### config.mk
export PLATFORM = sky130hd
export DESIGN_NAME = overset_coeff_restrict_top
export DESIGN_NICKNAME = d
export VERILOG_FILES = /design/src/design/ocr_pkg.sv /design/src/design/ocr_cfg_regs.sv /design/src/design/ocr_subst.sv /design/src/design/ocr_coarse.sv /design/src/design/overset_coeff_restrict_top.sv
export SDC_FILE = /design/constraint.sdc
export NUM_CORES = 1
export LEC_CHECK = 0
export BUFFER_PORTS_ARGS = -buffer_cell sky130_fd_sc_hd__buf_2
export CAP_MARGIN = 15
export CORE_ASPECT_RATIO = 0.9
export CORE_UTILIZATION = 40
export DETAILED_ROUTE_END_ITERATION = 7
export HOLD_SLACK_MARGIN = 0.02
export PLACE_DENSITY = 0.66
export SYNTH_ARGS = -nofsm -noshare
export SYNTH_HDL_FRONTEND = slang
export SYNTH_SLANG_ARGS = --single-unit
export TNS_END_PERCENT = 1
### constraint.sdc
create_clock -name clk_i -period 2.6 [get_ports clk_i]
set_input_delay 0.26 -clock clk_i [delete_from_list [all_inputs] [get_ports clk_i]]
set_output_delay 0.26 -clock clk_i [all_outputs]
set_load 0.02 [all_outputs]
### src/design/ocr_pkg.sv
package ocr_pkg;

  // register indexes on the configuration port
  typedef enum logic {
    REG_XI_TWO_D  = 1'b0,
    REG_ETA_TWO_D = 1'b1
  } reg_idx_e;

  typedef struct packed {
    logic xi_two_d;
    logic eta_two_d;
  } cfg_t;

  localparam int unsigned APB_ADDR_BITS = 3;
  localparam int unsigned APB_DATA_BITS = 32;

endpackage

### src/design/ocr_cfg_regs.sv
module ocr_cfg_regs (
  input  logic                                clk_i,
  input  logic                                rst_ni,
  input  logic                                psel_i,
  input  logic                                penable_i,
  input  logic                                pwrite_i,
  input  logic [ocr_pkg::APB_ADDR_BITS-1:0]   paddr_i,
  input  logic [ocr_pkg::APB_DATA_BITS-1:0]   pwdata_i,
  output logic [ocr_pkg::APB_DATA_BITS-1:0]   prdata_o,
  output logic                                pready_o,
  output ocr_pkg::cfg_t                       cfg_o
);

  ocr_pkg::cfg_t    cfg_q, cfg_d;
  ocr_pkg::reg_idx_e idx;
  logic             wr_en;

  assign idx      = ocr_pkg::reg_idx_e'(paddr_i[2]);
  assign wr_en    = psel_i && penable_i && pwrite_i;
  assign pready_o = 1'b1;

  always_comb begin
    cfg_d = cfg_q;
    if (wr_en) begin
      case (idx)
        ocr_pkg::REG_XI_TWO_D:  cfg_d.xi_two_d  = pwdata_i[0];
        ocr_pkg::REG_ETA_TWO_D: cfg_d.eta_two_d = pwdata_i[0];
        default:                cfg_d = cfg_q;
      endcase
    end
  end

  always_comb begin
    prdata_o = '0;
    case (idx)
      ocr_pkg::REG_XI_TWO_D:  prdata_o[0] = cfg_q.xi_two_d;
      ocr_pkg::REG_ETA_TWO_D: prdata_o[0] = cfg_q.eta_two_d;
      default:                prdata_o    = '0;
    endcase
  end

  always_ff @(posedge clk_i or negedge rst_ni) begin
    if (!rst_ni) begin
      cfg_q <= '0;
    end else begin
      cfg_q <= cfg_d;
    end
  end

  assign cfg_o = cfg_q;

endmodule

### src/design/ocr_subst.sv
module ocr_subst #(
  parameter int unsigned COORD_BITS = 26,
  parameter int unsigned BLOCK_BITS = 10
) (
  input  logic                  clk_i,
  input  logic [COORD_BITS-1:0] xi_base_i,
  input  logic [COORD_BITS-1:0] xi_jnext_i,
  input  logic [COORD_BITS-1:0] xi_knext_i,
  input  logic [COORD_BITS-1:0] xi_diag_i,
  input  logic [COORD_BITS-1:0] eta_base_i,
  input  logic [COORD_BITS-1:0] eta_jnext_i,
  input  logic [COORD_BITS-1:0] eta_knext_i,
  input  logic [COORD_BITS-1:0] eta_diag_i,
  input  logic [BLOCK_BITS-1:0] blk_base_i,
  input  logic [BLOCK_BITS-1:0] blk_jnext_i,
  input  logic [BLOCK_BITS-1:0] blk_knext_i,
  input  logic [BLOCK_BITS-1:0] blk_diag_i,
  output logic [COORD_BITS-1:0] xi_o  [4],
  output logic [COORD_BITS-1:0] eta_o [4],
  output logic [BLOCK_BITS-1:0] blk_o
);

  logic [COORD_BITS-1:0] xi_q [4], xi_d [4];
  logic [COORD_BITS-1:0] eta_q [4], eta_d [4];
  logic [BLOCK_BITS-1:0] blk_q;
  logic                  j_ok, k_ok, d_ok;

  assign j_ok = (blk_jnext_i == blk_base_i);
  assign k_ok = (blk_knext_i == blk_base_i);
  assign d_ok = (blk_diag_i  == blk_base_i);

  // a corner from another donor block falls back to the lower corner
  always_comb begin
    xi_d[0]  = xi_base_i;
    xi_d[1]  = j_ok ? xi_jnext_i  : xi_base_i;
    xi_d[2]  = k_ok ? xi_knext_i  : xi_base_i;
    xi_d[3]  = d_ok ? xi_diag_i   : xi_base_i;
    eta_d[0] = eta_base_i;
    eta_d[1] = j_ok ? eta_jnext_i : eta_base_i;
    eta_d[2] = k_ok ? eta_knext_i : eta_base_i;
    eta_d[3] = d_ok ? eta_diag_i  : eta_base_i;
  end

  always_ff @(posedge clk_i) begin
    xi_q  <= xi_d;
    eta_q <= eta_d;
    blk_q <= blk_base_i;
  end

  assign xi_o  = xi_q;
  assign eta_o = eta_q;
  assign blk_o = blk_q;

endmodule

### src/design/ocr_coarse.sv
module ocr_coarse #(
  parameter int unsigned INT_BITS  = 10,
  parameter int unsigned FRAC_BITS = 16
) (
  input  logic                           clk_i,
  input  logic [INT_BITS+FRAC_BITS-1:0]  val_i [4],
  input  logic                           flat_i,
  output logic [INT_BITS+FRAC_BITS-1:0]  coarse_o
);

  localparam int unsigned W = INT_BITS + FRAC_BITS;

  logic [W:0]           sab_q, scd_q;
  logic [W+1:0]         total;
  logic [W-1:0]         avg_q;
  logic [INT_BITS-1:0]  whole;
  logic [FRAC_BITS-1:0] frac;
  logic [INT_BITS:0]    whole_inc;
  logic [INT_BITS-1:0]  half_idx;
  logic [FRAC_BITS-1:0] part;
  logic [W-1:0]         coarse_d, coarse_q;

  assign total = {1'b0, sab_q} + {1'b0, scd_q};

  assign whole     = avg_q[W-1:FRAC_BITS];
  assign frac      = avg_q[FRAC_BITS-1:0];
  assign whole_inc = {1'b0, whole} + {{INT_BITS{1'b0}}, 1'b1};
  assign half_idx  = whole_inc[INT_BITS:1];

  // even index adds one before halving, odd index halves the fraction; in flat mode the fraction passes unchanged
  always_comb begin
    if (flat_i) begin
      part = frac;
    end else begin
      part = {~whole[0], frac[FRAC_BITS-1:1]};
    end
  end

  assign coarse_d = {half_idx, part};

  always_ff @(posedge clk_i) begin
    sab_q    <= {1'b0, val_i[0]} + {1'b0, val_i[1]};
    scd_q    <= {1'b0, val_i[2]} + {1'b0, val_i[3]};
    avg_q    <= total[W+1:2];
    coarse_q <= coarse_d;
  end

  assign coarse_o = coarse_q;

endmodule

### src/design/overset_coeff_restrict_top.sv
// Restricts one overset interpolation coefficient per transaction: a start
// pulse with busy low loads the four corners, and the coarse xi, eta and
// block number appear on the result ports once they pass the register
// stages, marked by valid_o for one cycle. The four register stages (corner
// substitution, pair sums, average, coarse mapping) let a new transaction
// enter every cycle, so busy never rises. Results leave at that fixed
// latency and must be taken when valid_o is high. The user must change the
// two-d flags only while no transaction is in flight; nothing enforces it.
module overset_coeff_restrict_top #(
  parameter int unsigned INT_BITS   = 10,
  parameter int unsigned FRAC_BITS  = 16,
  parameter int unsigned BLOCK_BITS = 10
) (
  input  logic                                clk_i,
  input  logic                                rst_ni,
  input  logic                                psel,
  input  logic                                penable,
  input  logic                                pwrite,
  input  logic [ocr_pkg::APB_ADDR_BITS-1:0]   paddr,
  input  logic [ocr_pkg::APB_DATA_BITS-1:0]   pwdata,
  output logic [ocr_pkg::APB_DATA_BITS-1:0]   prdata,
  output logic                                pready,
  input  logic                                start,
  output logic                                busy,
  input  logic [INT_BITS+FRAC_BITS-1:0]       xi_base_i,
  input  logic [INT_BITS+FRAC_BITS-1:0]       xi_jnext_i,
  input  logic [INT_BITS+FRAC_BITS-1:0]       xi_knext_i,
  input  logic [INT_BITS+FRAC_BITS-1:0]       xi_diag_i,
  input  logic [INT_BITS+FRAC_BITS-1:0]       eta_base_i,
  input  logic [INT_BITS+FRAC_BITS-1:0]       eta_jnext_i,
  input  logic [INT_BITS+FRAC_BITS-1:0]       eta_knext_i,
  input  logic [INT_BITS+FRAC_BITS-1:0]       eta_diag_i,
  input  logic [BLOCK_BITS-1:0]               blk_base_i,
  input  logic [BLOCK_BITS-1:0]               blk_jnext_i,
  input  logic [BLOCK_BITS-1:0]               blk_knext_i,
  input  logic [BLOCK_BITS-1:0]               blk_diag_i,
  output logic                                valid_o,
  output logic [INT_BITS+FRAC_BITS-1:0]       xi_coarse_o,
  output logic [INT_BITS+FRAC_BITS-1:0]       eta_coarse_o,
  output logic [BLOCK_BITS-1:0]               blk_coarse_o
);

  localparam int unsigned W      = INT_BITS + FRAC_BITS;
  localparam int unsigned STAGES = 4;

  ocr_pkg::cfg_t       cfg;
  logic [W-1:0]        xi_s [4];
  logic [W-1:0]        eta_s [4];
  logic [BLOCK_BITS-1:0] blk_s;
  logic [BLOCK_BITS-1:0] blk_q [STAGES-1];
  logic [STAGES-1:0]   vld_q, vld_d;
  logic                accept;

  assign busy   = 1'b0;
  assign accept = start && !busy;

  ocr_cfg_regs u_cfg (
    .clk_i     (clk_i),
    .rst_ni    (rst_ni),
    .psel_i    (psel),
    .penable_i (penable),
    .pwrite_i  (pwrite),
    .paddr_i   (paddr),
    .pwdata_i  (pwdata),
    .prdata_o  (prdata),
    .pready_o  (pready),
    .cfg_o     (cfg)
  );

  ocr_subst #(
    .COORD_BITS (W),
    .BLOCK_BITS (BLOCK_BITS)
  ) u_subst (
    .clk_i       (clk_i),
    .xi_base_i   (xi_base_i),
    .xi_jnext_i  (xi_jnext_i),
    .xi_knext_i  (xi_knext_i),
    .xi_diag_i   (xi_diag_i),
    .eta_base_i  (eta_base_i),
    .eta_jnext_i (eta_jnext_i),
    .eta_knext_i (eta_knext_i),
    .eta_diag_i  (eta_diag_i),
    .blk_base_i  (blk_base_i),
    .blk_jnext_i (blk_jnext_i),
    .blk_knext_i (blk_knext_i),
    .blk_diag_i  (blk_diag_i),
    .xi_o        (xi_s),
    .eta_o       (eta_s),
    .blk_o       (blk_s)
  );

  ocr_coarse #(
    .INT_BITS  (INT_BITS),
    .FRAC_BITS (FRAC_BITS)
  ) u_xi (
    .clk_i    (clk_i),
    .val_i    (xi_s),
    .flat_i   (cfg.xi_two_d),
    .coarse_o (xi_coarse_o)
  );

  ocr_coarse #(
    .INT_BITS  (INT_BITS),
    .FRAC_BITS (FRAC_BITS)
  ) u_eta (
    .clk_i    (clk_i),
    .val_i    (eta_s),
    .flat_i   (cfg.eta_two_d),
    .coarse_o (eta_coarse_o)
  );

  // block number rides alongside the three coordinate stages
  always_ff @(posedge clk_i) begin
    blk_q[0] <= blk_s;
    for (int i = 1; i < STAGES - 1; i++) begin
      blk_q[i] <= blk_q[i-1];
    end
  end

  assign vld_d = {vld_q[STAGES-2:0], accept};

  always_ff @(posedge clk_i or negedge rst_ni) begin
    if (!rst_ni) begin
      vld_q <= '0;
    end else begin
      vld_q <= vld_d;
    end
  end

  assign valid_o      = vld_q[STAGES-1];
  assign blk_coarse_o = blk_q[STAGES-2];

  a_valid_latency: assert property (@(posedge clk_i) disable iff (!rst_ni)
    valid_o |-> $past(start, STAGES))
    else $error("result strobe without a matching transaction");

  a_blk_aligned: assert property (@(posedge clk_i) disable iff (!rst_ni)
    valid_o |-> (blk_coarse_o == $past(blk_base_i, STAGES)))
    else $error("block number out of step with coordinates");

  a_no_stall: assert property (@(posedge clk_i) disable iff (!rst_ni)
    $rose(vld_q[0]) |=> vld_q[1])
    else $error("pipeline stage lost a transaction");

endmodule

==> results.cfg <==
[run_status]
violations = setup timing
status = complete, but fails checks

[die]
initial_core_util_pct = 40.8
fp.dieH_um = 212
die-area_mm2 = 0.0500
pin_count = 386
core.rowCount = 76
die_w_um = 236
core-area_mm2 = 0.0481

[job]
drv_cap = 0

[clock_tree]
cts_root_buf = clkbuf_16
cts_num_sinks = 466
clk_latency_ns = 0.58
cts_buffer_depth = 3
htreeDepth = 2
path_clk_slew_ns = 0.06
tritoncts = built
numCtsBuffers = 46

[global_routing]
antenna_found_initial = 5
grt_use_total_pct = 21.0
grt_max_degree = 53
grt.overflow.total = 0
grt_first_pass_wirelength_mm = 83.2
grt_pass1_vias = 16000

[finish]
mostFrequentLayoutCells = dfxtp_1, buf_2, dlygate4sd3_1
multiInputGateArea_mm2 = 0.0101
drive_gt1_share_pct = 29.2
register_area_mm2 = 0.00936
mostFrequentLayoutCell = dfxtp_1
instances_no_fill = 3068
areaGrowthSynthToFinish_pct = 34.2
fill_cells = 4014
fin_nets = 2856

[power_and_ir_drop]
p_int_w = 0.0159
clkPwrFrac_pct = 30.8
power_w = 0.0227
p_sw_share_pct = 30.2
power_switching_w = 0.00686
power_frac_seq_pct = 40.8
p_leak_nw = 11.7
power.density_mw_per_mm2 = 862
power.share.combinational_pct = 28.3
irDropWorstVdd_v = 0.000469

[place]
post-dp-hpwl_mm = 37.5
place_congestion = 0.905
port_buffers = 319
dp_cells = 2754

[timing]
fin_crit_ns = 2.74
rsz0062_at_grt = yes
finClkSkew_ns = 0.0192
setup_slack_ns = -0.143
holdWs_ns = 0.0886
finalCritPeriodShare_pct = 106
tightest_slew_ns = 0.798
relSlewSlack_pct = 46.8
setup_tns_ns = -0.811
maxSlewViolCount = 0
setup_viol_count_final = 10
final_hold_viol_count = 0
clock.fmax_mhz = 365

[setup_path]
cp.arrival_ns = 3.20
slowest_delay_ns = 0.36
required_ns = 3.06
r2r_cells = 12
rr_endpoint = u_eta.scd_q[24]
cp-start-kind = register
worstSetupPathType = reg2reg
crit_chain = ha_4 -> inv_2 -> fa_2 -> nand2b_4 -> a21oi_4 -> o41a_1 -> a41oi_2 -> o31ai_2 -> buf_4 -> nand4_1 -> a211o_1 -> xnor2_1
rrSetupSlack_ns = -0.14
cp-startpoint = u_subst.eta_o[26]
endpoint_kind = register
crit_path_max_fanout = 2
r2r_start = u_subst.eta_o[26]
slowest_stage = fa_2

[yosys]
yosysTopAreaCellShare_pct = 46.9
synth_flop_cell = dfxtp_1
synthArstFlopShare_pct = 1.29
synth_edf_count = 0
ys.warnings.count = 0
ys_seq_area_share_pct = 47.7
avgSynthCellArea_um2 = 11.0
synth_area_leaders = dfxtp_1, mux2_2, ha_1, xnor2_1, a21oi_1
syn-instance-count = 1782
synth_seq_cells = 466
synth_largest_area_cell = dfxtp_1
synth_cell_types = 64
syn-cell-area_mm2 = 0.0196

[worst_hold_path]
worst_hold_path.num_cells = 3
hold_end = u_cfg.cfg_o[1]
hp-class = in2reg
hp-start = paddr[2]

[route]
drt.antenna.violating_nets = 0
drc = 0
routed_wirelength_mm = 53.7
drt_pass1_iterations = 7
vias_per_cell = 5.06
first_iter_violations = 763
route.vias.total = 15500
wl_per_cell_um = 17.5
[metrics by stage]
step | cell area [µm²] | utilization, % | setup slack [ns]
6_report | 26400 | 54.8 | -0.143
5_1_grt | 26400 | 54.8 | -0.244
4_1_cts | 26200 | 54.5 | -0.103
3_5_place_dp | 22300 | 46.3 | -0.258
3_3_place_gp | 22300 | 46.3 | -0.203
2_1_floorplan | 19800 | - | 0.0181
[cell type report]
| class | count | share of cell area (%) |
|---|---|---|
| diodes | 3 | 0.0285 |
| flip-flops and latches | 466 | 35.5 |
| multi-input cells | 1244 | 38.2 |
| inverters | 34 | 0.484 |
| clock inverters | 23 | 1.07 |
| repair buffers | 613 | 16.7 |
| well taps | 624 | 2.96 |
| clock buffers | 61 | 5.04 |
[power by group through the flow]
stage / Clock, W / Sequential (W) / Combinational, W
finish: 0.00701 / 0.00928 / 0.00643
global placement: 0 / 0.00939 / 0.00587
global route: 0.00745 / 0.00943 / 0.00705
CTS: 0.00716 / 0.00930 / 0.00631
detailed placement: 0 / 0.00943 / 0.00596
floorplan: 0 / 0.00972 / 0.00379
[registers in the layout, indices dropped and copies added, names as in the netlist]
name / flops
u_eta.avg_q: 26
u_xi.avg_q: 26
u_xi.sab_q: 27
u_xi.scd_q: 27
u_eta.coarse_o: 26
u_subst.blk_o: 10
vld_q: 4
u_subst.eta_o: 104
u_eta.scd_q: 27
u_eta.sab_q: 27
u_xi.coarse_o: 26
u_subst.xi_o: 104
u_cfg.cfg_o: 2
blk_q: 30
[worst max path at each step]
stage               slack (ns)  depth (start not counted)              end
global placement         -0.20                         12  u_eta.scd_q[24]
global route             -0.24                         11   u_xi.scd_q[26]
detailed placement       -0.26                         11   u_xi.scd_q[26]
CTS                      -0.10                         11   u_xi.scd_q[26]
floorplan                 0.02                         11  u_eta.scd_q[24]
finish                   -0.14                         12  u_eta.scd_q[24]
[critical path, delay by kind of cell, from the launching register on]
kind            cells  cell delay [ns]
compound gates      5             1.15
fa+ha+maj           2             0.50
flops               1             0.34
simple gates        2             0.30
buf+inv             2             0.21
xor+xnor            1             0.13
[cells by family after synthesis]
kind of cell,Yosys count,share of synthesized area (%)
simple gates,321,8.28
other cells,2,0.0382
flops,466,47.7
compound gates,363,12.0
mux,189,10.8
buf+inv,103,2.83
xor+xnor,176,7.85
fa+ha+maj,162,10.5
[timing repair]
item / 4_1_cts / 5_1_grt
pin swaps: 16 / 16
hold endpoints to repair: 227 / 0
endpoints found under the setup margin: 18 / 36
hold buffers: 223 / 0
gates resized for setup: 22 / 28
buffers inserted: 2 / 2
[routing by layer]
layer  vias to the layer above  wire length, µm  track usage, %
li1                       7601                -               -
met1                      7264            24500            26.9
met2                       531            24200            34.6
met3                       127             3110            4.54
met4                         2             1830            8.09
met5                         -               17               0
[cell usage after synthesis (3+ instances only)]
library cell / instances
dfxtp_1: 460
and4_1: 6
mux2_2: 189
a31oi_1: 10
xor2_1: 61
and2_1: 8
a2111oi_0: 6
o21a_1: 15
buf_4: 43
xnor2_1: 115
nand2_1: 66
dfrtp_1: 6
nand3_1: 41
nor2b_1: 24
inv_1: 34
nor2_1: 71
a221o_1: 6
and3_1: 15
o31a_1: 3
nand2b_1: 16
nand3b_1: 3
ha_1: 158
buf_2: 6
a21boi_0: 5
a21oi_1: 109
a311oi_1: 4
a31o_2: 4
or3_1: 6
fa_1: 4
a211oi_1: 16
nor4_1: 9
o31ai_1: 6
o21bai_1: 13
nand4_1: 25
o21ai_0: 67
clkbuf_1: 20
a21o_1: 54
o211ai_1: 14
nand4b_1: 3
a221oi_1: 5
nor3_1: 21
a41o_1: 3
Power figures use the tool's default switching activity.
